`src/hdl/chtdp_pkg.sv`:
```
// ----------------------------------------------------------------------------
// chtdp_pkg
// Shared widths, codes and control structs for the convex hull trick DP core.
// ----------------------------------------------------------------------------
package chtdp_pkg;

    localparam int MAX_LEN = 1024;                      // items per sequence, line store depth
    localparam int IDX_W   = $clog2(MAX_LEN + 1);       // index / hull size counters
    localparam int ADDR_W  = $clog2(MAX_LEN);           // line store address

    localparam int VAL_W   = 16;                        // input value
    localparam int PS_W    = 32;                        // prefix sum
    localparam int DP_W    = 48;                        // dp value, line intercept
    localparam int SL_W    = PS_W + 1;                  // signed line slope
    localparam int LINE_W  = SL_W + DP_W;               // one store entry

    localparam int X_W     = DP_W + 1;                  // signed multiplier operand
    localparam int Y_W     = PS_W;                      // unsigned multiplier operand
    localparam int XL_W    = 24;                        // low slice of X
    localparam int XH_W    = X_W - XL_W;                // high (signed) slice of X
    localparam int ACC_W   = X_W + Y_W + 2;             // difference of two products

    localparam logic [DP_W-1:0] DP_MAX = '1;

    typedef enum logic [1:0] {
        PH_POP,
        PH_SRCH,
        PH_FIN
    } t_phase;

    typedef struct packed {
        logic              accept;
        logic              res_prev;
        logic              rd_en;
        logic [ADDR_W-1:0] rd_addr_a;
        logic [ADDR_W-1:0] rd_addr_b;
        logic              ops_load;
        t_phase            ops_sel;
        logic              mul_en;
        logic [1:0]        mul_sel;    // [1] term, [0] high slice
        logic              acc_add;
        logic              res_load;
        logic              wr_en;
        logic [ADDR_W-1:0] wr_addr;
        logic              out_load;
        logic              ovf;
    } t_cmd;

    typedef struct packed {
        logic seq_full;
        logic v_zero;
        logic last;
        logic acc_neg;
    } t_sts;

endpackage

```
`src/hdl/chtdp_ctrl.sv`:
```
// ----------------------------------------------------------------------------
// chtdp_ctrl
// Sequencer: hull pops, line push, binary search, final evaluation, handshakes.
// ----------------------------------------------------------------------------
module chtdp_ctrl
    import chtdp_pkg::*;
(
    input  logic i_clk,
    input  logic i_rst_n,
    input  logic i_in_valid,
    output logic o_in_ready,
    output logic o_out_valid,
    input  logic i_out_ready,
    input  t_sts i_sts,
    output t_cmd o_cmd
);

    typedef enum logic [2:0] {
        S_IDLE,
        S_CHK,
        S_RD,
        S_OPS,
        S_MAC,
        S_EVAL,
        S_PUSH,
        S_OUT
    } t_state;

    t_state           r_state;
    t_phase           r_phase;
    logic [IDX_W-1:0] r_hull;
    logic [IDX_W-1:0] r_lo;
    logic [IDX_W-1:0] r_hi;
    logic [IDX_W-1:0] r_mid;
    logic [2:0]       r_cnt;
    logic             r_ovf;
    logic             r_out_valid;

    logic [IDX_W:0]   w_sum;
    logic [IDX_W-1:0] w_mid;
    logic [2:0]       w_nsteps;
    logic [IDX_W-1:0] n_lo;
    logic [IDX_W-1:0] n_hi;
    logic [IDX_W-1:0] n_push_hi;
    logic [IDX_W-1:0] n_pop_hull;
    logic             w_room;

    assign w_sum      = {1'b0, r_lo} + {1'b0, r_hi};
    assign w_mid      = w_sum[IDX_W:1];
    assign w_nsteps   = (r_phase == PH_FIN) ? 3'd2 : 3'd4;
    assign w_room     = (r_hull < IDX_W'(MAX_LEN));
    assign n_push_hi  = w_room ? r_hull + IDX_W'(1) : r_hull;
    assign n_pop_hull = r_hull - IDX_W'(1);

    always_comb begin
        n_lo = r_lo;
        n_hi = r_hi;
        if (i_sts.acc_neg) begin
            n_lo = r_mid;
        end else begin
            n_hi = r_mid;
        end
    end

    always_comb begin
        o_cmd          = '0;
        o_cmd.ops_sel  = r_phase;
        o_cmd.mul_sel  = r_cnt[1:0];
        o_cmd.wr_addr  = r_hull[ADDR_W-1:0];
        o_cmd.ovf      = r_ovf;
        unique case (r_state)
            S_IDLE: o_cmd.accept = i_in_valid;
            S_CHK:  o_cmd.res_prev = i_sts.v_zero;
            S_RD: begin
                o_cmd.rd_en = 1'b1;
                unique case (r_phase)
                    PH_POP: begin
                        o_cmd.rd_addr_a = n_pop_hull[ADDR_W-1:0];
                        o_cmd.rd_addr_b = ADDR_W'(r_hull - IDX_W'(2));
                    end
                    PH_SRCH: begin
                        o_cmd.rd_addr_a = w_mid[ADDR_W-1:0];
                        o_cmd.rd_addr_b = ADDR_W'(w_mid - IDX_W'(1));
                    end
                    default: begin
                        o_cmd.rd_addr_a = r_lo[ADDR_W-1:0];
                        o_cmd.rd_addr_b = r_lo[ADDR_W-1:0];
                    end
                endcase
            end
            S_OPS:  o_cmd.ops_load = 1'b1;
            S_MAC: begin
                o_cmd.mul_en  = (r_cnt < w_nsteps);
                o_cmd.acc_add = (r_cnt != 3'd0);
            end
            S_EVAL: o_cmd.res_load = (r_phase == PH_FIN);
            S_PUSH: o_cmd.wr_en = w_room;
            S_OUT:  o_cmd.out_load = !r_out_valid || i_out_ready;
            default: ;
        endcase
    end

    always_ff @(posedge i_clk) begin
        if (!i_rst_n) begin
            r_state     <= S_IDLE;
            r_phase     <= PH_POP;
            r_hull      <= '0;
            r_lo        <= '0;
            r_hi        <= '0;
            r_mid       <= '0;
            r_cnt       <= '0;
            r_ovf       <= 1'b0;
            r_out_valid <= 1'b0;
        end else begin
            if (r_out_valid && i_out_ready && r_state != S_OUT) begin
                r_out_valid <= 1'b0;
            end
            unique case (r_state)
                S_IDLE: begin
                    if (i_in_valid) begin
                        if (i_sts.seq_full) begin
                            r_hull <= '0;
                        end
                        r_ovf   <= 1'b0;
                        r_state <= S_CHK;
                    end
                end
                S_CHK: begin
                    if (i_sts.v_zero) begin
                        r_state <= S_OUT;
                    end else if (r_hull >= IDX_W'(2)) begin
                        r_phase <= PH_POP;
                        r_state <= S_RD;
                    end else begin
                        r_state <= S_PUSH;
                    end
                end
                S_RD: begin
                    r_mid   <= w_mid;
                    r_state <= S_OPS;
                end
                S_OPS: begin
                    r_cnt   <= '0;
                    r_state <= S_MAC;
                end
                S_MAC: begin
                    r_cnt <= r_cnt + 3'd1;
                    if (r_cnt == w_nsteps) begin
                        r_state <= S_EVAL;
                    end
                end
                S_EVAL: begin
                    unique case (r_phase)
                        PH_POP: begin
                            if (!i_sts.acc_neg) begin
                                r_hull  <= n_pop_hull;
                                r_state <= (n_pop_hull >= IDX_W'(2)) ? S_RD : S_PUSH;
                            end else begin
                                r_state <= S_PUSH;
                            end
                        end
                        PH_SRCH: begin
                            r_lo    <= n_lo;
                            r_hi    <= n_hi;
                            r_state <= S_RD;
                            if (!((n_lo + IDX_W'(1)) < n_hi)) begin
                                r_phase <= PH_FIN;
                            end
                        end
                        default: r_state <= S_OUT;
                    endcase
                end
                S_PUSH: begin
                    r_hull  <= n_push_hi;
                    r_lo    <= '0;
                    r_hi    <= n_push_hi;
                    r_ovf   <= !w_room;
                    r_phase <= (n_push_hi > IDX_W'(1)) ? PH_SRCH : PH_FIN;
                    r_state <= S_RD;
                end
                S_OUT: begin
                    if (!r_out_valid || i_out_ready) begin
                        r_out_valid <= 1'b1;
                        if (i_sts.last) begin
                            r_hull <= '0;
                        end
                        r_state <= S_IDLE;
                    end
                end
                default: r_state <= S_IDLE;
            endcase
        end
    end

    assign o_in_ready  = (r_state == S_IDLE);
    assign o_out_valid = r_out_valid;

`ifndef SYNTHESIS
    a_hull_bound: assert property (@(posedge i_clk) disable iff (!i_rst_n)
        r_hull <= IDX_W'(MAX_LEN))
        else $error("hull size beyond store depth");

    a_search_order: assert property (@(posedge i_clk) disable iff (!i_rst_n)
        (r_state == S_RD && r_phase == PH_SRCH) |-> (r_lo + IDX_W'(1) < r_hi))
        else $error("binary search window empty");

    a_write_room: assert property (@(posedge i_clk) disable iff (!i_rst_n)
        o_cmd.wr_en |-> (r_hull < IDX_W'(MAX_LEN)))
        else $error("line written past store end");

    a_out_hold: assert property (@(posedge i_clk) disable iff (!i_rst_n)
        (r_state == S_OUT && r_out_valid && !i_out_ready) |=> r_state == S_OUT)
        else $error("result left while output slot busy");
`endif

endmodule

```
`config.mk`:
```
export PLATFORM = sky130hd
export DESIGN_NAME = chtdp_ctrl
export DESIGN_NICKNAME = d
export VERILOG_FILES = /design/src/hdl/chtdp_pkg.sv /design/src/hdl/chtdp_ctrl.sv
export SDC_FILE = /design/constraint.sdc
export NUM_CORES = 1
export LEC_CHECK = 0
export CAP_MARGIN = 10
export CORE_AREA = 2 2 101 103
export DETAILED_ROUTE_END_ITERATION = 10
export DIE_AREA = 0 0 103 105
export DONT_BUFFER_PORTS = 1
export GPL_ROUTABILITY_DRIVEN = 0
export PLACE_DENSITY = 0.69
export SLEW_MARGIN = 20
export SYNTH_ARGS = -nofsm -noshare
export SYNTH_HDL_FRONTEND = slang
export SYNTH_SLANG_ARGS = --single-unit
```
`constraint.sdc`:
```
create_clock -name i_clk -period 5.63 [get_ports i_clk]
set_input_delay 1.126 -clock i_clk [delete_from_list [all_inputs] [get_ports i_clk]]
set_output_delay 1.126 -clock i_clk [all_outputs]
set_load 0.1 [all_outputs]
```
==> summary.md, run 1 <==
| Metric | Value |
|---|---|
| RSZ-0062 raised after global routing | `false` |
| Sequential power share | `19.5%` |
| Die Y | `105 um` |
| Reg-to-reg startpoint | `r_phase[0]` |
| Sequential area share after synthesis | `20.9%` |
| GRT Overall Usage | `28.9%` |
| Pwr Total | `0.00293 W` |
| Final Hold Fails | `0` |
| Crit path kind | `flip-flop to primary output` |
| Status | `finished clean` |
| Worst Hold Path EP | `r_hi[10]` |
| Sw Pwr | `0.00175 W` |
| Hold slack | `around 0.48 ns` |
| Final worst path period share | `83.2%` |
| FF/Latch Area | `0.00108 mm^2` |
| Vias in the first global route | `between 4000 and 5000` |
| Diode count | `0` |
| Post-Syn Nets | `around 750` |
| Pwr/cell area | `approximately 530 mW/mm^2` |
| Leakage power total | `2.15 nW` |
| Pins Over Slew Limit | `0` |
| CORE AREA | `0.00964 mm^2` |
| Ports | `54` |
| CTS sink cnt | `54` |
| Hold Crit Start | `r_hi[10]` |
| # fillers | `907` |
| Area Overhead vs Synth | `7.83%` |
| Synth area leaders | `dfxtp_1 (21%), ha_1 (8.9%), nor2_1 (6.7%)` |
| Clock transition at the registers of the reported paths | `0.11 ns` |
| Via density per instance | `roughly 6.4` |
| Syn avg cell area | `around 7.3 um^2` |
| Critical Path Source Type | `flip-flop` |
| Synthesized area | `between 0.005 and 0.006 mm^2` |
| # port buffers | `0` |
| Post-CTS Hold Fix Bufs | `0` |
| Initial drt markers | `435` |
| Class of the worst hold path | `flip-flop to flip-flop` |
| Post-route minimum period | `4.69 ns` |
| Critical path arrival | `around 3.6 ns` |
| Share of cells above drive strength 1 | `12.8%` |
| Top_reg_cell synth | `dfxtp_1` |
| Combinational power share | `just under 70%` |
| Die ar. | `~0.011 mm^2` |
| CP Cell Sequence | `inv_1 > fa_1 > nand2b_1 > a21oi_1 > xnor2_1 > nand4_1 > nor4b_2 > xnor2_1 > a31o_1` |
| Post-CTS sizing | `0` |
| Max incr delay on CP | `0.79 ns` |
| Residual DRC | `0` |
| First-pass GRT wire length | `between 20 and 25 mm` |
| Max_cap viols | `0` |
| Kind of cell adding the most delay to the critical path | `compound AO/OA/AOI/OAI gates` |
| Die Wd | `between 100 and 150 um` |
| Wire per inst | `19.2 um` |
| Routed Wire Length | `15.8 mm` |
| Synth area leader | `dfxtp_1` |
| Nets | `732` |
| EDFF count, synth | `0` |
| Count of different cell masters after synthesis | `75` |
| Slowest CP cell | `a31o_1` |
| Final Skew | `0.0129 ns` |
| CTS H-tree lvls | `2` |
| Most common cell on crit path | `xnor2_1` |
| Switching part of the total | `59.7%` |
| Headroom to the max-slew limit | `21.6%` |
| Standard-cell row count | `36` |
| Fmax | `213 MHz` |
| Clock Power Share | `between 10% and 20%` |
| TritonCTS Buffers | `5` |
| Buffers and inverters on the worst path | `1` |
| Worst Setup End Kind | `primary output` |
| Pint | `~0.0012 W` |
| Iteration count of the initial detailed-routing pass | `5` |
| Clock Path Buffers | `2` |
| Ys async rst share | `0%` |
| Gate Count Post-Synth | `705` |
| Synth warn | `0` |
| Final setup viols | `0` |
| Peak supply drop | `around 460 uV` |
| Postcts setup bufs | `0` |
| Worst slew pin tran | `1.18 ns` |
| Post-detail-place hpwl | `between 10 and 15 mm` |
| CP Max Fanout | `6` |
| Critical Path RT | `4.50 ns` |
| Worst reg-to-reg setup slack | `2.11 ns` |
| Grt ovf | `0` |
| Starting Density | `a little over half` |
| Top cell type's share of synthesized area | `20.9%` |
| CTS tree | `yes` |
| CTS root buf | `clkbuf_8` |
| Clock Latency Late Sink | `0.32 ns` |
| Initial antenna violation count | `0` |
| R2R cell count | `8` |
| Final TNS setup | `0 ns` |
| Worst r2r dst | `r_phase[0]` |
| Hold depth | `2` |
| Vias | `5212` |
| Multi-input gate area | `0.00379 mm^2` |
| Flop and latch count out of synthesis | `54` |
| Largest net degree at the start of global routing | `46` |
| ANT nets after route | `0` |
==> power by group through the flow <==
| stage | Clock (W) | Sequential, W | Combinational (W) |
|---|---|---|---|
| after floorplan | 0 | 0.000496 | 0.00164 |
| after global placement | 0 | 0.000574 | 0.00199 |
| after detailed placement | 0 | 0.000577 | 0.00200 |
| after CTS | 0.000332 | 0.000568 | 0.00201 |
| after global routing | 0.000344 | 0.000581 | 0.00216 |
| final | 0.000328 | 0.000571 | 0.00203 |
==> worst register-to-register path, delay by kind of cell, from the launching register on <==
kind / cells / cell delay (ns)
and+or+nand+nor: 3 / 1.56
AOI/OAI and AO/OA: 3 / 0.88
buffers and inverters: 1 / 0.47
DFF: 1 / 0.33
muxes: 1 / 0.21
==> placed cells by master, fill, tap and decap left out, types with 3 or more instances in the layout <==
| master | count |
|---|---|
| a211oi_1 | 15 |
| and4_1 | 3 |
| o31ai_1 | 3 |
| nor3b_1 | 4 |
| nand2_1 | 77 |
| buf_4 | 35 |
| inv_1 | 23 |
| a21oi_2 | 10 |
| nor3_1 | 10 |
| ha_1 | 37 |
| nand4_1 | 8 |
| a2111oi_0 | 3 |
| nor2_2 | 10 |
| o21ai_0 | 32 |
| a21o_1 | 8 |
| a21oi_1 | 50 |
| clkbuf_8 | 6 |
| o2111ai_1 | 3 |
| nand4b_1 | 4 |
| xnor2_1 | 31 |
| xor2_1 | 14 |
| a22oi_1 | 12 |
| nor2b_1 | 5 |
| mux2i_1 | 24 |
| nand3b_1 | 4 |
| and3_1 | 6 |
| and2_1 | 3 |
| a31oi_1 | 14 |
| a311oi_1 | 4 |
| nor2_1 | 83 |
| nand3_1 | 17 |
| o211ai_1 | 11 |
| dfxtp_1 | 52 |
| nand2b_1 | 5 |
==> sequential cells by signal (all words and copies together) (netlist names) <==
name	cells
r_hi	11
r_hull	11
r_lo	11
r_mid	11
r_cnt	3
r_state	3
r_phase	2
o_out_valid	1
r_ovf	1
==> final cells by class <==
| type | instances | share of cell area, % |
|---|---|---|
| Multi-Input combinational cell | 564 | 67.8 |
| Tap cell | 133 | 2.98 |
| Clock inverter | 2 | 1.08 |
| Sequential cell | 54 | 19.4 |
| Timing Repair Buffer | 37 | 5.60 |
| Inverter | 24 | 1.61 |
| Clock buffer | 6 | 1.48 |
==> cell usage after synthesis, types with 11 or more instances <==
| cell | count |
|---|---|
| a211oi_1 | 15 |
| a21oi_1 | 60 |
| a22oi_1 | 12 |
| a31oi_1 | 15 |
| buf_4 | 13 |
| clkbuf_1 | 35 |
| dfxtp_1 | 54 |
| ha_1 | 37 |
| inv_1 | 23 |
| mux2i_1 | 24 |
| nand2_1 | 77 |
| nand3_1 | 17 |
| nor2_1 | 93 |
| nor3_1 | 12 |
| o211ai_1 | 11 |
| o21ai_0 | 32 |
| xnor2_1 | 31 |
| xor2_1 | 14 |
==> logic make-up (layout without fill, tap and decap cells) <==
kind of cell | after synthesis | after routing | share of synthesized area, %
xor+xnor | 47 | 47 | 8.46
mux | 26 | 26 | 5.12
flops | 54 | 54 | 20.9
buf+inv | 87 | 69 | 7.88
simple gates | 260 | 260 | 24.2
fa+ha+maj | 38 | 38 | 9.33
compound gates | 193 | 193 | 24.1
==> worst max-delay path by stage <==
stage	startpoint	to	slack (ns)	depth (start not counted)
2_1_floorplan	r_phase[0]	o_cmd[17]	0.38	6
3_3_place_gp	r_lo[1]	o_cmd[29]	1.50	9
3_5_place_dp	r_lo[1]	o_cmd[29]	1.36	9
4_1_cts	r_lo[1]	o_cmd[29]	0.99	9
5_1_grt	r_lo[1]	o_cmd[29]	0.77	9
6_report	r_lo[1]	o_cmd[29]	0.94	9
==> metal layers <==
metal	global-route usage [%]	share of wire [%]	vias to the layer above	wire, um
met1	38.8	42	2457	6650
met5	0	0	-	0
met2	45.1	46	246	7240
met3	4.75	7.7	49	1210
li1	-	-	2460	-
met4	12.3	4.1	0	648
==> per-stage QoR <==
stage | util (%) | setup WS, ns | std cells | area, um^2
after floorplan | - | 0.384 | 705 | 5180
after global placement | 56.4 | 1.50 | 812 | 5430
after detailed placement | 56.4 | 1.36 | 812 | 5440
after CTS | 57.9 | 0.990 | 820 | 5580
after global routing | 57.9 | 0.774 | 820 | 5580
final | 57.9 | 0.945 | 820 | 5580
Power figures use the tool's default switching activity.
==> inputs of run 2 (changes only) <==
Clock period 5.63 ns to 4.55 ns, I/O delays scaled along.
==> summary.md, run 2 (synthesis gave the netlist of run 1 again) <==
| Metric | Value |
|---|---|
| Status | `finished clean` |
| Pint | `0.00136 W (+15%)` |
| Sequential power share | `17.2% (-2.3 points)` |
| Die Wd | `103 um (unchanged)` |
| Post-CTS sizing | `0 (unchanged)` |
| CTS H-tree lvls | `2 (unchanged)` |
| Critical Path Source Type | `flip-flop` |
| Pins Over Slew Limit | `0 (unchanged)` |
| Commonest cells after routing, fill and taps aside | `nor2_1 (83), nand2_1 (77), dfxtp_1 (52)` |
| Grt ovf | `0 (unchanged)` |
| Worst reg-to-reg setup slack | `1.13 ns (-0.98 ns)` |
| Most common cell after layout, fill and taps aside | `nor2_1` |
| Headroom to the max-slew limit | `28.1% (+6.5 points)` |
| Class of the worst hold path | `flip-flop to flip-flop` |
| CTS root buf | `clkbuf_8` |
| Worst r2r dst | `r_phase[0]` |
| Reg-to-reg startpoint | `r_lo[1]` |
| Die Y | `105 um (unchanged)` |
| GRT Overall Usage | `28.9% (+0.095 points)` |
| Leakage power total | `2.17 nW (+1.1%)` |
| Hold slack | `0.485 ns (+0.00174 ns)` |
| Pwr/cell area | `635 mW/mm^2 (+21%)` |
| Design area | `0.00561 mm^2 (+0.54%)` |
| Worst Hold Path EP | `r_hi[10]` |
| Hold depth | `2 (unchanged)` |
| Sw Pwr | `0.00220 W (+26%)` |
| Iteration count of the initial detailed-routing pass | `5 (unchanged)` |
| Clock transition at the registers of the reported paths | `0.12 ns (about the same)` |
| Wire per inst | `19.4 um (+0.80%)` |
| DP Area | `0.00552 mm^2 (+1.5%)` |
| Peak supply drop | `1150 uV (+150%)` |
| Diode count | `0 (unchanged)` |
| Post-detail-place hpwl | `12.0 mm (+2.3%)` |
| Combinational power share | `74.8% (+5.5 points)` |
| Post-CTS Hold Fix Bufs | `0 (unchanged)` |
| Largest net degree at the start of global routing | `46 (unchanged)` |
| Routed Wire Length | `16.1 mm (+2.0%)` |
| Crit path kind | `flip-flop to primary output` |
| Initial drt markers | `526 (+21%)` |
| Fmax | `~230 MHz` |
| CTS tree | `yes` |
| Final worst path period share | `93.8%` |
| TritonCTS Buffers | `5 (unchanged)` |
| Vias | `5274 (+1.2%)` |
| ANT nets after route | `0 (unchanged)` |
| Final Hold Fails | `0 (unchanged)` |
| Initial antenna violation count | `0 (unchanged)` |
| Nets | `742 (+1.4%)` |
| Residual DRC | `0 (unchanged)` |
| Worst Setup End Kind | `primary output` |
| Final TNS setup | `0 ns (unchanged)` |
| Vias in the first global route | `4761 (-0.54%)` |
| Final setup viols | `0 (unchanged)` |
| Via density per instance | `6.35 (about the same)` |
| Starting Density | `53.7% (unchanged)` |
| Postcts setup bufs | `0 (unchanged)` |
| Clock Power Share | `8.0% (-3.2 points)` |
| First-pass GRT wire length | `24.7 mm (-0.36%)` |
| # port buffers | `0 (unchanged)` |
| Post-route minimum period | `4.27 ns` |
| Multi-input gate area | `0.00379 mm^2 (+0.13%)` |
| Area Overhead vs Synth | `8.41%` |
| CP Max Fanout | `6 (unchanged)` |
| Standard-cell row count | `36 (unchanged)` |
| Ports | `54 (unchanged)` |
| Final Skew | `0.0179 ns (+0.00504 ns)` |
| Worst slew pin tran | `1.08 ns (-0.0994 ns)` |
| RSZ-0062 raised after global routing | `false` |
| Critical path arrival | `3.36 ns (-0.20 ns)` |
| R2R cell count | `13 (+5)` |
| Switching part of the total | `61.7% (+2.0 points)` |
| CTS sink cnt | `54 (unchanged)` |
| Critical Path RT | `3.64 ns (-0.86 ns)` |
| Max_cap viols | `0 (unchanged)` |
| # fillers | `911 (+0.44%)` |
| Hold Crit Start | `r_hi[10]` |
| CORE AREA | `0.00964 mm^2 (unchanged)` |
| Share of cells above drive strength 1 | `14.1% (+1.3 points)` |
| FF/Latch Area | `0.00108 mm^2 (unchanged)` |
| Die ar. | `0.0108 mm^2 (unchanged)` |
| Clock Latency Late Sink | `0.33 ns (about the same)` |
| Clock Path Buffers | `2 (unchanged)` |
[run 2: cell count changes in the layout (fill, tap and decap cells not counted), moves of 2 or more]
cell	delta
nor3_4	+2
clkbuf_16	-2
bufinv_16	-2
buf_4	+9
nor3_2	-2
buf_12	+3
[run 2: critical path: stages (launching register included)]
cell	delay [ns]
dfxtp_1	0.43
inv_1	0.10
fa_1	0.45
nand2b_1	0.21
a21oi_1	0.17
xnor2_1	0.28
nand4b_1	0.25
nor3b_1	0.26
mux2_1	0.36
a31oi_2	0.18
buf_4	0.31
[run 2: worst max-delay path by stage]
stage	cells after the start	to	startpoint
global route	9	o_cmd[28]	r_lo[2]
global placement	10	o_cmd[28]	r_lo[1]
finish	10	o_cmd[28]	r_lo[1]
floorplan	9	o_cmd[30]	r_lo[1]
detailed placement	10	o_cmd[28]	r_lo[1]
CTS	10	o_cmd[28]	r_lo[1]
[run 2: final cells by class]
type / count / share of cell area (%)
Sequential cell: 54 / 19.3
Tap cell: 133 / 2.96
Inverter: 24 / 1.60
Clock buffer: 5 / 1.23
Multi-Input combinational cell: 564 / 67.6
Timing Repair Buffer: 47 / 6.95
Clock inverter: 3 / 0.379
[run 2: metal layers]
layer / part of all wire, % / vias to the layer above / track usage, %
li1: - / 2480 / -
met1: 41 / 2475 / 38.7
met2: 46 / 279 / 45.0
met3: 9.1 / 40 / 6.15
met4: 3.4 / 0 / 11.3
met5: 0 / - / 0
[run 2: power by group through the flow]
stage | combinational [W] | sequential (W) | clock (W)
2_1_floorplan | 0.00204 | 0.000614 | 0
3_3_place_gp | 0.00260 | 0.000619 | 0
3_5_place_dp | 0.00262 | 0.000622 | 0
4_1_cts | 0.00262 | 0.000611 | 0.000287
5_1_grt | 0.00279 | 0.000621 | 0.000307
6_report | 0.00266 | 0.000615 | 0.000285
[run 2: metrics by stage]
step	total power [W]	util [%]	instances	worst slack [ns]
floorplan	0.00266	-	705	0.205
global placement	0.00322	57.3	822	0.792
detailed placement	0.00324	57.3	822	0.709
CTS	0.00352	58.2	830	0.317
global route	0.00372	58.2	830	0.128
finish	0.00356	58.2	830	0.283
